<file path="src/assert_macros.svh">
// Assertion helper macros shared by the RTL files of the annealing schedule block.
`ifndef ASSERT_MACROS_SVH
`define ASSERT_MACROS_SVH

`ifndef SYNTH
// Same-cycle implication, checked outside reset.
`define GAS_ASSERT_IMPLY(name, ck, rn, ante, cons) \
  name: assert property (@(posedge ck) disable iff (!(rn)) (ante) |-> (cons)) \
    else $error("same-cycle implication check failed");
// Next-cycle implication, checked outside reset.
`define GAS_ASSERT_NEXT(name, ck, rn, ante, cons) \
  name: assert property (@(posedge ck) disable iff (!(rn)) (ante) |=> (cons)) \
    else $error("next-cycle implication check failed");
`else
`define GAS_ASSERT_IMPLY(name, ck, rn, ante, cons)
`define GAS_ASSERT_NEXT(name, ck, rn, ante, cons)
`endif

`endif

</file>
<file path="src/gas_pkg.sv">
// Types, constants and the 2^(2^-k) constant table of the annealing schedule block.
`timescale 1ns / 1ps

package gas_pkg;

  // Field widths of the streams and registers.
  localparam int OP_W       = 2;
  localparam int TP_W       = 24;
  localparam int LOG2_W     = 32;
  localparam int NTP_W      = 24;
  localparam int TEMP_W     = 32;
  localparam int CNT_OUT_W  = 24;
  localparam int OUT_DATA_W = TEMP_W + CNT_OUT_W;
  localparam int CFG_IDX_W  = 2;

  // Interpolation datapath: |d| * idx, then a 33-bit quotient.
  localparam int DMAG_W    = LOG2_W + 1;
  localparam int PROD_W    = DMAG_W + TP_W;
  localparam int Q_W       = PROD_W - TP_W;
  localparam int MUL_STEPS = TP_W;
  localparam int DIV_STEPS = Q_W;
  localparam int STEP_W    = 6;

  // Exponent unit: Q62 mantissa, 16-bit digits of the table constants.
  localparam int FRAC_BITS  = 27;
  localparam int IP_W       = LOG2_W - FRAC_BITS;
  localparam int K_W        = 5;
  localparam int MANT_W     = 64;
  localparam int DIGIT_W    = 16;
  localparam int NUM_DIGITS = MANT_W / DIGIT_W;
  localparam int DIG_IDX_W  = 2;
  localparam int MAC_W      = MANT_W + DIGIT_W;
  localparam int MANT_FRAC  = 62;
  localparam int ROUND_BASE = 30;
  localparam int ROUND_W    = MANT_W - ROUND_BASE;
  localparam logic [IP_W-1:0] SHIFT_BIAS = IP_W'(15);

  // Register indexes of the configuration port.
  localparam logic [CFG_IDX_W-1:0] CFG_LOG2_INIT  = 2'd0;
  localparam logic [CFG_IDX_W-1:0] CFG_LOG2_FINAL = 2'd1;
  localparam logic [CFG_IDX_W-1:0] CFG_NUM_TP     = 2'd2;

  // Register values after reset: log2(100), log2(0.3), 1000 points.
  localparam logic [LOG2_W-1:0] LOG2_INIT_RST  = 32'sd891723258;
  localparam logic [LOG2_W-1:0] LOG2_FINAL_RST = -32'sd233131630;
  localparam logic [NTP_W-1:0]  NTP_RST        = 24'd1000;

  // Operation codes.
  typedef enum logic [OP_W-1:0] {
    OP_ADVANCE = 2'd0,
    OP_QUERY   = 2'd1,
    OP_CLEAR   = 2'd2,
    OP_NONE    = 2'd3
  } gas_op_t;

  // Request and response between the sequencer and the exponent unit.
  typedef struct packed {
    logic              start;
    logic [LOG2_W-1:0] e;
  } gas_exp_req_t;

  typedef struct packed {
    logic              done;
    logic [TEMP_W-1:0] temp;
  } gas_exp_rsp_t;

  typedef logic [FRAC_BITS:0][MANT_W-1:0] pow_tab_t;

  // floor(sqrt(r * 2^62)), one result bit per iteration.
  function automatic logic [MANT_W-1:0] sqrt_q62(input logic [MANT_W-1:0] r);
    logic [2*MANT_W-1:0] tgt;
    logic [2*MANT_W-1:0] sq;
    logic [MANT_W-1:0]   y;
    logic [MANT_W-1:0]   c;
    tgt = {2'b00, r, 62'd0};
    y   = '0;
    for (int b = MANT_FRAC; b >= 0; b--) begin
      c  = y | (64'd1 << b);
      sq = {64'd0, c} * {64'd0, c};
      if (sq <= tgt) begin
        y = c;
      end
    end
    return y;
  endfunction

  // Entry k holds 2^(2^-k) in Q62, each entry the root of the one before.
  function automatic pow_tab_t build_pow_tab();
    pow_tab_t t;
    t[0] = 64'h8000_0000_0000_0000;
    for (int k = 1; k <= FRAC_BITS; k++) begin
      t[k] = sqrt_q62(t[k-1]);
    end
    return t;
  endfunction

  localparam pow_tab_t POW_TAB = build_pow_tab();

endpackage

</file>
<file path="src/gas_exp2.sv">
// Exponent unit: 2^(e/2^27) in unsigned Q16.16 with a digit-serial mantissa multiplier.
`timescale 1ns / 1ps
`include "assert_macros.svh"

module gas_exp2 (
  input  logic                  clk,
  input  logic                  rst_n,
  input  gas_pkg::gas_exp_req_t req,
  output gas_pkg::gas_exp_rsp_t rsp
);
  import gas_pkg::*;

  typedef enum logic [1:0] {
    E_IDLE,
    E_BIT,
    E_MUL,
    E_ROUND
  } estate_t;

  estate_t               state_r,  state_nxt;
  logic [MANT_W-1:0]     m_r,      m_nxt;
  logic [MANT_W-1:0]     acc_r,    acc_nxt;
  logic [FRAC_BITS-1:0]  fr_r,     fr_nxt;
  logic [K_W-1:0]        k_r,      k_nxt;
  logic [DIG_IDX_W-1:0]  j_r,      j_nxt;
  logic [IP_W-1:0]       s_r,      s_nxt;
  logic                  done_r,   done_nxt;
  logic [TEMP_W-1:0]     temp_r,   temp_nxt;

  logic [MANT_W-1:0]     pow_word;
  logic [DIGIT_W-1:0]    dig;
  logic [MAC_W-1:0]      mprod;
  logic [MAC_W-1:0]      mac;
  logic [ROUND_W-1:0]    y;
  logic [ROUND_W-1:0]    rnd;

  // One 64x16 partial product per cycle, accumulated with the previous digit's carry.
  assign pow_word = POW_TAB[k_r];
  assign dig      = pow_word[int'(j_r) * DIGIT_W +: DIGIT_W];
  assign mprod    = m_r * dig;
  assign mac      = {{DIGIT_W{1'b0}}, acc_r} + mprod;

  // Final shift by 45 - ip keeps one extra bit for round half up.
  assign y   = m_r[MANT_W-1:ROUND_BASE] >> s_r;
  assign rnd = y + ROUND_W'(1);

  always_comb begin
    state_nxt = state_r;
    m_nxt     = m_r;
    acc_nxt   = acc_r;
    fr_nxt    = fr_r;
    k_nxt     = k_r;
    j_nxt     = j_r;
    s_nxt     = s_r;
    done_nxt  = 1'b0;
    temp_nxt  = temp_r;
    unique case (state_r)
      E_IDLE: begin
        if (req.start) begin
          m_nxt     = MANT_W'(1) << MANT_FRAC;
          fr_nxt    = req.e[FRAC_BITS-1:0];
          s_nxt     = SHIFT_BIAS - req.e[LOG2_W-1:FRAC_BITS];
          k_nxt     = K_W'(1);
          state_nxt = E_BIT;
        end
      end
      E_BIT: begin
        // A set fraction bit multiplies in its table constant; a clear one is skipped.
        if (fr_r[FRAC_BITS-1]) begin
          j_nxt     = '0;
          acc_nxt   = '0;
          state_nxt = E_MUL;
        end else begin
          fr_nxt = fr_r << 1;
          if (k_r == K_W'(FRAC_BITS)) begin
            state_nxt = E_ROUND;
          end else begin
            k_nxt = k_r + K_W'(1);
          end
        end
      end
      E_MUL: begin
        if (j_r == DIG_IDX_W'(NUM_DIGITS - 1)) begin
          // Product bits 62 and up form the new mantissa.
          m_nxt  = mac[MANT_FRAC-3*DIGIT_W +: MANT_W];
          fr_nxt = fr_r << 1;
          if (k_r == K_W'(FRAC_BITS)) begin
            state_nxt = E_ROUND;
          end else begin
            k_nxt     = k_r + K_W'(1);
            state_nxt = E_BIT;
          end
        end else begin
          acc_nxt = mac[MAC_W-1:DIGIT_W];
          j_nxt   = j_r + DIG_IDX_W'(1);
        end
      end
      E_ROUND: begin
        temp_nxt  = rnd[ROUND_W-1] ? '1 : rnd[TEMP_W:1];
        done_nxt  = 1'b1;
        state_nxt = E_IDLE;
      end
      default: state_nxt = E_IDLE;
    endcase
  end

  always_ff @(posedge clk) begin
    if (!rst_n) begin
      state_r <= E_IDLE;
      done_r  <= 1'b0;
    end else begin
      state_r <= state_nxt;
      done_r  <= done_nxt;
    end
    m_r    <= m_nxt;
    acc_r  <= acc_nxt;
    fr_r   <= fr_nxt;
    k_r    <= k_nxt;
    j_r    <= j_nxt;
    s_r    <= s_nxt;
    temp_r <= temp_nxt;
  end

  assign rsp.done = done_r;
  assign rsp.temp = temp_r;

  // The mantissa stays in [1, 2) while a conversion runs.
  `GAS_ASSERT_IMPLY(a_mant_norm, clk, rst_n, state_r != E_IDLE, m_r[MANT_W-1:MANT_W-2] == 2'b01)
  // A start is only issued to an idle unit.
  `GAS_ASSERT_IMPLY(a_start_idle, clk, rst_n, req.start, state_r == E_IDLE)
  // Completion is a single-cycle pulse.
  `GAS_ASSERT_NEXT(a_done_pulse, clk, rst_n, done_r, !done_r)

endmodule

</file>
<file path="src/geometric_annealing_schedule.sv">
// Top level: log-linear annealing temperature generator with serial interpolation.
// Interpolated points run the 24-step multiply, the 33-step divider and then the exponent unit,
// whose 64x16 digit multiplier runs once per set bit of the 27-bit exponent fraction; at or past
// the end or for a one-point schedule only the exponent unit runs; clear and unused ops skip all
// three. A new item is taken only when idle, once the previous output word has been loaded.
// Synchronous reset clears the call counter and loads log2(100), log2(0.3) and 1000 points.
`timescale 1ns / 1ps
`include "assert_macros.svh"

module geometric_annealing_schedule #(
  parameter int COUNT_BITS = 24
) (
  input  logic                            clk,
  input  logic                            rst_n,
  input  logic                            in_tvalid,
  output logic                            in_tready,
  input  logic [gas_pkg::TP_W-1:0]        in_tdata,   // [23:0] time_point
  input  logic [gas_pkg::OP_W-1:0]        in_tuser,   // [1:0] op
  output logic                            out_tvalid,
  input  logic                            out_tready,
  output logic [gas_pkg::OUT_DATA_W-1:0]  out_tdata,  // [31:0] temperature_out, [55:32] count_out
  input  logic                            cfg_valid,
  output logic                            cfg_ready,
  input  logic [gas_pkg::CFG_IDX_W-1:0]   cfg_index,
  input  logic [gas_pkg::LOG2_W-1:0]      cfg_data
);
  import gas_pkg::*;

  localparam int CW = (COUNT_BITS > TP_W) ? COUNT_BITS : TP_W;

  typedef enum logic [3:0] {
    S_IDLE,
    S_PREP,
    S_MUL,
    S_BIAS,
    S_DIV,
    S_SIGN,
    S_EXP,
    S_WAIT,
    S_OUT
  } state_t;

  // Configuration registers.
  logic [LOG2_W-1:0]     log2_init_r;
  logic [LOG2_W-1:0]     log2_final_r;
  logic [NTP_W-1:0]      ntp_r;

  state_t                state_r,      state_nxt;
  gas_op_t               op_r,         op_nxt;
  logic [TP_W-1:0]       tp_r,         tp_nxt;
  logic [COUNT_BITS-1:0] counter_r,    counter_nxt;
  logic [NTP_W-1:0]      den_r,        den_nxt;
  logic [DMAG_W-1:0]     dmag_r,       dmag_nxt;
  logic                  neg_r,        neg_nxt;
  logic [TP_W-1:0]       mul_b_r,      mul_b_nxt;
  logic [PROD_W-1:0]     w_r,          w_nxt;
  logic [STEP_W-1:0]     step_r,       step_nxt;
  logic [LOG2_W-1:0]     e_r,          e_nxt;
  logic [TEMP_W-1:0]     temp_r,       temp_nxt;
  logic                  out_tvalid_r, out_tvalid_nxt;
  logic [OUT_DATA_W-1:0] out_tdata_r,  out_tdata_nxt;

  logic [CW-1:0]         cnt_ext;
  logic [CW-1:0]         idx_ext;
  logic [CW-1:0]         tp_ext;
  logic [CW-1:0]         ntp_ext;
  logic                  past_end;
  logic [TP_W-1:0]       idx24;
  logic [DMAG_W-1:0]     d_full;
  logic [TP_W:0]         div_try;
  logic [TP_W:0]         div_rem;
  logic                  div_bit;
  logic [LOG2_W+1:0]     e_wide;

  gas_exp_req_t          exp_req;
  gas_exp_rsp_t          exp_rsp;

  gas_exp2 u_exp2 (
    .clk   (clk),
    .rst_n (rst_n),
    .req   (exp_req),
    .rsp   (exp_rsp)
  );

  assign exp_req.start = (state_r == S_EXP);
  assign exp_req.e     = e_r;

  assign in_tready  = (state_r == S_IDLE);
  assign cfg_ready  = 1'b1;
  assign out_tvalid = out_tvalid_r;
  assign out_tdata  = out_tdata_r;

  // Register writes; the host must write only while the block is idle, which the block does not enforce.
  always_ff @(posedge clk) begin
    if (!rst_n) begin
      log2_init_r  <= LOG2_INIT_RST;
      log2_final_r <= LOG2_FINAL_RST;
      ntp_r        <= NTP_RST;
    end else if (cfg_valid) begin
      unique case (cfg_index)
        CFG_LOG2_INIT:  log2_init_r  <= cfg_data;
        CFG_LOG2_FINAL: log2_final_r <= cfg_data;
        CFG_NUM_TP:     ntp_r        <= cfg_data[NTP_W-1:0];
        default: ;
      endcase
    end
  end

  // Index selection and end-of-schedule test.
  assign cnt_ext  = CW'(counter_r);
  assign idx_ext  = cnt_ext - CW'(1);
  assign tp_ext   = CW'(tp_r);
  assign ntp_ext  = CW'(ntp_r);
  assign past_end = (op_r == OP_ADVANCE) ? (cnt_ext >= ntp_ext) : (tp_ext >= ntp_ext);
  assign idx24    = (op_r == OP_ADVANCE) ? idx_ext[TP_W-1:0] : tp_r;
  assign d_full   = {log2_final_r[LOG2_W-1], log2_final_r} - {log2_init_r[LOG2_W-1], log2_init_r};

  // One restoring division step: remainder in the top bits, quotient shifts in below.
  assign div_try = {w_r[PROD_W-1 -: TP_W], w_r[Q_W-1]};
  always_comb begin
    if (div_try >= {1'b0, den_r}) begin
      div_rem = div_try - {1'b0, den_r};
      div_bit = 1'b1;
    end else begin
      div_rem = div_try;
      div_bit = 1'b0;
    end
  end

  // Exponent = initial +/- rounded quotient; it always lies between the two endpoints.
  assign e_wide = neg_r ? ({{2{log2_init_r[LOG2_W-1]}}, log2_init_r} - {1'b0, w_r[Q_W-1:0]})
                        : ({{2{log2_init_r[LOG2_W-1]}}, log2_init_r} + {1'b0, w_r[Q_W-1:0]});

  // Sequencer.
  always_comb begin
    state_nxt      = state_r;
    op_nxt         = op_r;
    tp_nxt         = tp_r;
    counter_nxt    = counter_r;
    den_nxt        = den_r;
    dmag_nxt       = dmag_r;
    neg_nxt        = neg_r;
    mul_b_nxt      = mul_b_r;
    w_nxt          = w_r;
    step_nxt       = step_r;
    e_nxt          = e_r;
    temp_nxt       = temp_r;
    out_tvalid_nxt = out_tvalid_r && !out_tready;
    out_tdata_nxt  = out_tdata_r;
    unique case (state_r)
      S_IDLE: begin
        if (in_tvalid) begin
          op_nxt = gas_op_t'(in_tuser);
          tp_nxt = in_tdata;
          unique case (gas_op_t'(in_tuser))
            OP_ADVANCE: begin
              if (counter_r != '1) begin
                counter_nxt = counter_r + COUNT_BITS'(1);
              end
            end
            OP_CLEAR: counter_nxt = '0;
            default: ;
          endcase
          state_nxt = S_PREP;
        end
      end
      S_PREP: begin
        if (op_r == OP_CLEAR || op_r == OP_NONE) begin
          temp_nxt  = '0;
          state_nxt = S_OUT;
        end else if (past_end) begin
          e_nxt     = log2_final_r;
          state_nxt = S_EXP;
        end else if (ntp_r == NTP_W'(1)) begin
          e_nxt     = log2_init_r;
          state_nxt = S_EXP;
        end else begin
          den_nxt   = ntp_r - NTP_W'(1);
          neg_nxt   = d_full[DMAG_W-1];
          dmag_nxt  = d_full[DMAG_W-1] ? (DMAG_W'(0) - d_full) : d_full;
          mul_b_nxt = idx24;
          w_nxt     = '0;
          step_nxt  = STEP_W'(MUL_STEPS - 1);
          state_nxt = S_MUL;
        end
      end
      S_MUL: begin
        // Shift-add over the index bits, most significant first.
        w_nxt     = {w_r[PROD_W-2:0], 1'b0} + PROD_W'(mul_b_r[TP_W-1] ? dmag_r : '0);
        mul_b_nxt = mul_b_r << 1;
        if (step_r == '0) begin
          state_nxt = S_BIAS;
        end else begin
          step_nxt = step_r - STEP_W'(1);
        end
      end
      S_BIAS: begin
        // Half the divisor added for round to nearest.
        w_nxt     = w_r + PROD_W'(den_r >> 1);
        step_nxt  = STEP_W'(DIV_STEPS - 1);
        state_nxt = S_DIV;
      end
      S_DIV: begin
        w_nxt = {div_rem[TP_W-1:0], w_r[Q_W-2:0], div_bit};
        if (step_r == '0) begin
          state_nxt = S_SIGN;
        end else begin
          step_nxt = step_r - STEP_W'(1);
        end
      end
      S_SIGN: begin
        e_nxt     = e_wide[LOG2_W-1:0];
        state_nxt = S_EXP;
      end
      S_EXP: state_nxt = S_WAIT;
      S_WAIT: begin
        if (exp_rsp.done) begin
          temp_nxt  = exp_rsp.temp;
          state_nxt = S_OUT;
        end
      end
      S_OUT: begin
        // Load the output word once the previous one has been taken.
        if (!out_tvalid_r || out_tready) begin
          out_tvalid_nxt = 1'b1;
          out_tdata_nxt  = {cnt_ext[CNT_OUT_W-1:0], temp_r};
          state_nxt      = S_IDLE;
        end
      end
      default: state_nxt = S_IDLE;
    endcase
  end

  always_ff @(posedge clk) begin
    if (!rst_n) begin
      state_r      <= S_IDLE;
      counter_r    <= '0;
      out_tvalid_r <= 1'b0;
    end else begin
      state_r      <= state_nxt;
      counter_r    <= counter_nxt;
      out_tvalid_r <= out_tvalid_nxt;
    end
    op_r        <= op_nxt;
    tp_r        <= tp_nxt;
    den_r       <= den_nxt;
    dmag_r      <= dmag_nxt;
    neg_r       <= neg_nxt;
    mul_b_r     <= mul_b_nxt;
    w_r         <= w_nxt;
    step_r      <= step_nxt;
    e_r         <= e_nxt;
    temp_r      <= temp_nxt;
    out_tdata_r <= out_tdata_nxt;
  end

  // A clear word leaves the counter at zero.
  `GAS_ASSERT_NEXT(a_cnt_clear, clk, rst_n, in_tvalid && in_tready && in_tuser == OP_CLEAR, counter_r == '0)
  // The partial remainder stays below the divisor throughout the division.
  `GAS_ASSERT_IMPLY(a_div_rem, clk, rst_n, state_r == S_DIV, w_r[PROD_W-1 -: TP_W] < den_r)

endmodule
</file>
<file path="config.mk">
export PLATFORM = sky130hd
export DESIGN_NAME = geometric_annealing_schedule
export DESIGN_NICKNAME = d
export VERILOG_FILES = /design/src/gas_pkg.sv /design/src/gas_exp2.sv /design/src/geometric_annealing_schedule.sv
export VERILOG_INCLUDE_DIRS = /design/src /design/src/src
export SDC_FILE = /design/constraint.sdc
export NUM_CORES = 2
export LEC_CHECK = 0
export BUFFER_PORTS_ARGS = -buffer_cell sky130_fd_sc_hd__buf_2
export CORE_MARGIN = 5
export CORE_UTILIZATION = 55
export DETAILED_ROUTE_END_ITERATION = 8
export PLACE_DENSITY = 0.71
export RECOVER_POWER = 50
export REMOVE_ABC_BUFFERS = 1
export SLEW_MARGIN = 20
export SYNTH_ARGS = -nofsm -noshare
export SYNTH_HDL_FRONTEND = slang
export SYNTH_HIERARCHICAL = 1
export SYNTH_SLANG_ARGS = --single-unit
</file>
<file path="constraint.sdc">
create_clock -name clk -period 14.4 [get_ports clk]
set_clock_uncertainty 0.15 [all_clocks]
set_input_delay 1.44 -clock clk [delete_from_list [all_inputs] [get_ports clk]]
set_output_delay 1.44 -clock clk [all_outputs]
set_load 0.1 [all_outputs]
</file>
==> summary.txt <==
Logic synthesis
  • Most common cell in the netlist: inv_1
  • Post-Synth Simple-Gate Area: 16.6%
  • Synthesized netlist cell count: 8,339
  • Adder-cell area share of the yosys netlist: 31.0%
  • Synth Cell Area: between 70,000 and 80,000 um2
  • Xor/xnor share of the synthesized area: 4.33%
  • Main combinational cell family by area after synthesis: adder cells
  • Most used DFF post-synth: edfxtp_1
  • Top cells by area, synth: fa_1 (25%), edfxtp_1 (19%), inv_1 (6.7%)
  • Post-synthesis cell type count: 94
  • Synth Area in Compound Gates: 10.9%
  • Synth area leader: fa_1
  • Post-synth EDFFs: 490
  • Warnings from Yosys: 6
  • Proportion of synthesized area in mux cells: 3.54%
  • Mean Syn Cell Area: 9.06 um2
  • Register area share after synthesis: 24.3%
  • Seq cells post-synth: a little under 700
  • FFs w/ async S/R, synth: 0%
  • Top-area cell type share of the netlist area: between 20% and 30%
  • Top cells by count, synth: inv_1 (1,348), nand2_1 (1,240), fa_1 (933)

Finish
  • Share of layout cells above drive strength 1: 4.80%
  • Area grow syn2layout: 5.81%
  • Final net count: 9,521
  • Ant diodes: 0

Timing
  • Fin crit period: around 11,000 ps
  • Final TNS setup: 0 ps
  • Max_slew headroom: -143%
  • Final setup violating endpoints: 0
  • Tcrit/Tclk final: 76.0%
  • RSZ-0062 raised after global routing: no
  • Max-slew violation count: 604
  • Final hold vios: 0
  • Worst-margin pin slew: 3640 ps
  • Maximum clock frequency: 0.0914 GHz

Die
  • Core area: 137,000 um2
  • Std cell rows: 136
  • Die X-Extent: 381 um
  • Total Die Area: 145,000 um2
  • Die Span Y: 381 um
  • Initial Util: a little under three fifths
  • I/O pins: 124

Worst setup path
  • Maximum fanout along the worst path: 60
  • CP endpoint kind: flip-flop
  • Setup CP Type: flip-flop to flip-flop
  • Critical Path RT: around 15,000 ps
  • CP arrival: 11,360 ps
  • Critical Path Source Type: flip-flop
  • R2R Setup Slk: 3460 ps

Clocking
  • Clock Sinks: 673
  • Clk_lat worst skew: 710 ps
  • H-Tree Depth: 3
  • CTS max path bufs: 3
  • Setup Fix Bufs, Post-CTS: 0
  • Num CTS Buffers: 81
  • Post-CTS Hold Fix Bufs: 0
  • Root Driver: clkbuf_16
  • Reg clk slew, reported paths: approximately 60 ps
  • CTS tree: built
  • # resized after CTS: 0

Route
  • WL per Instance: 22.5 um
  • Vias: 59,994
  • Routed Antenna Nets: 0
  • Routed Wire Length: between 200,000 and 250,000 um
  • Router iterations before antenna repair: 6
  • DRC Markers: 0
  • Initial DRC count: 6,207
  • DR vias/cell: 5.99

Hold path
  • HP Class: flip-flop to flip-flop

Global route
  • Initial antenna violation count: 7
  • First-pass GRT wire length: about 360,000 um
  • Total congestion overflow: 0
  • Number of global-route vias before repair: a little over 60,000
  • Largest net degree at the start of global routing: 73
  • Total GRT Usage: 31.0%

Placement
  • Port bufs: 122
  • HPWL after DPL: roughly 170,000 um
  • Placer Congestion: 0.968

Run
  • Max cap viols: 16

Run status
  • Status: complete, but fails checks
  • Failing checks: max-capacitance violations, max-slew violations
[worst max-delay path, cell delays in order (launching register included)]
cell      delay (ps)
dfxtp_1          410
inv_1            110
ha_1             200
clkbuf_1         720
clkinv_1         150
clkbuf_1        2560
o22ai_1          910
a211oi_4         430
clkbuf_1        2070
nand3_1          180
o21a_1           500
inv_1            750
ha_1             720
nor2_1           240
nor3_1           190
a31oi_1           60
o21ai_0          360
[state kept, by name, summed over array words and instances (netlist names), 27 cells and up]
register / flops
u_exp2/acc_r: 64
u_exp2/m_r: 64
u_exp2/pow_word: 63
w_r: 57
out_tdata: 56
dmag_r: 33
e_r: 32
log2_final_r: 32
log2_init_r: 32
temp_r: 32
u_exp2/temp_r: 32
u_exp2/fr_r: 27
[layer usage]
metal  wire, um  part of all wire (%)  global-route usage [%]
met5          0                     0                       0
met4       7830                   3.5                    9.74
met2     101000                    45                    48.2
met3      20100                   8.9                    5.64
met1      96300                    43                    44.6
[cell type report]
cell class / count / area, um2
Clock buffer: 97 / 2160
Clock inverter: 55 / 652
Fill cell: 11930 / 57100
Inverter: 1351 / 5070
Multi-Input combinational cell: 5836 / 50300
Sequential cell: 673 / 18400
Tap cell: 1794 / 2240
Timing Repair Buffer: 203 / 1140
[logic make-up after synthesis]
family | count (synthesis)
compound gates | 1306
xor+xnor | 373
fa+ha+maj | 1310
buf+inv | 1830
flops | 673
mux | 183
other cells | 1
simple gates | 2663
[placed cells by master (no fill, tap or decap), types with 53 or more instances in the layout]
master and count:
mux2i_1 89, dfxtp_1 183, a21o_1 134, fa_1 933, nand4_1 93, edfxtp_1 490, mux4_2 62, a21boi_0 57
o21ai_0 332, clkbuf_16 83, nor2_1 350, nand3_1 130, clkbuf_1 95, inv_1 1347, nand2_1 1238, xor2_1 124
ha_1 377, xnor2_1 249, nand2b_1 53, a21oi_1 343, nor3_1 119, buf_4 58, buf_2 54, and2_1 398
[final timing paths]
kind / startpoint / end / depth (start not counted)
min: e_r[31] / u_exp2/s_r[4] / 0
max: u_exp2/state_r[0] / u_exp2/pow_word[15] / 16
max reg2reg: u_exp2/state_r[0] / u_exp2/pow_word[15] / 16
min reg2reg: e_r[31] / u_exp2/s_r[4] / 0
[metrics by stage]
step                area [um2]  setup slack [ps]  std cells  util, %  hold WS (ps)
floorplan                73600              4980       7860        -           250
global placement         77200              5300       9849     56.3           256
detailed placement       77200              5340       9852     56.4           255
CTS                      80000              5330      10004     58.4           267
global route             79900              2940      10009     58.3           277
finish                   79900              3460      10009     58.3           267
Power is left out: the tool's default activity adds up to more than one toggle a clock period on the data nets, which glitch-free logic cannot reach.
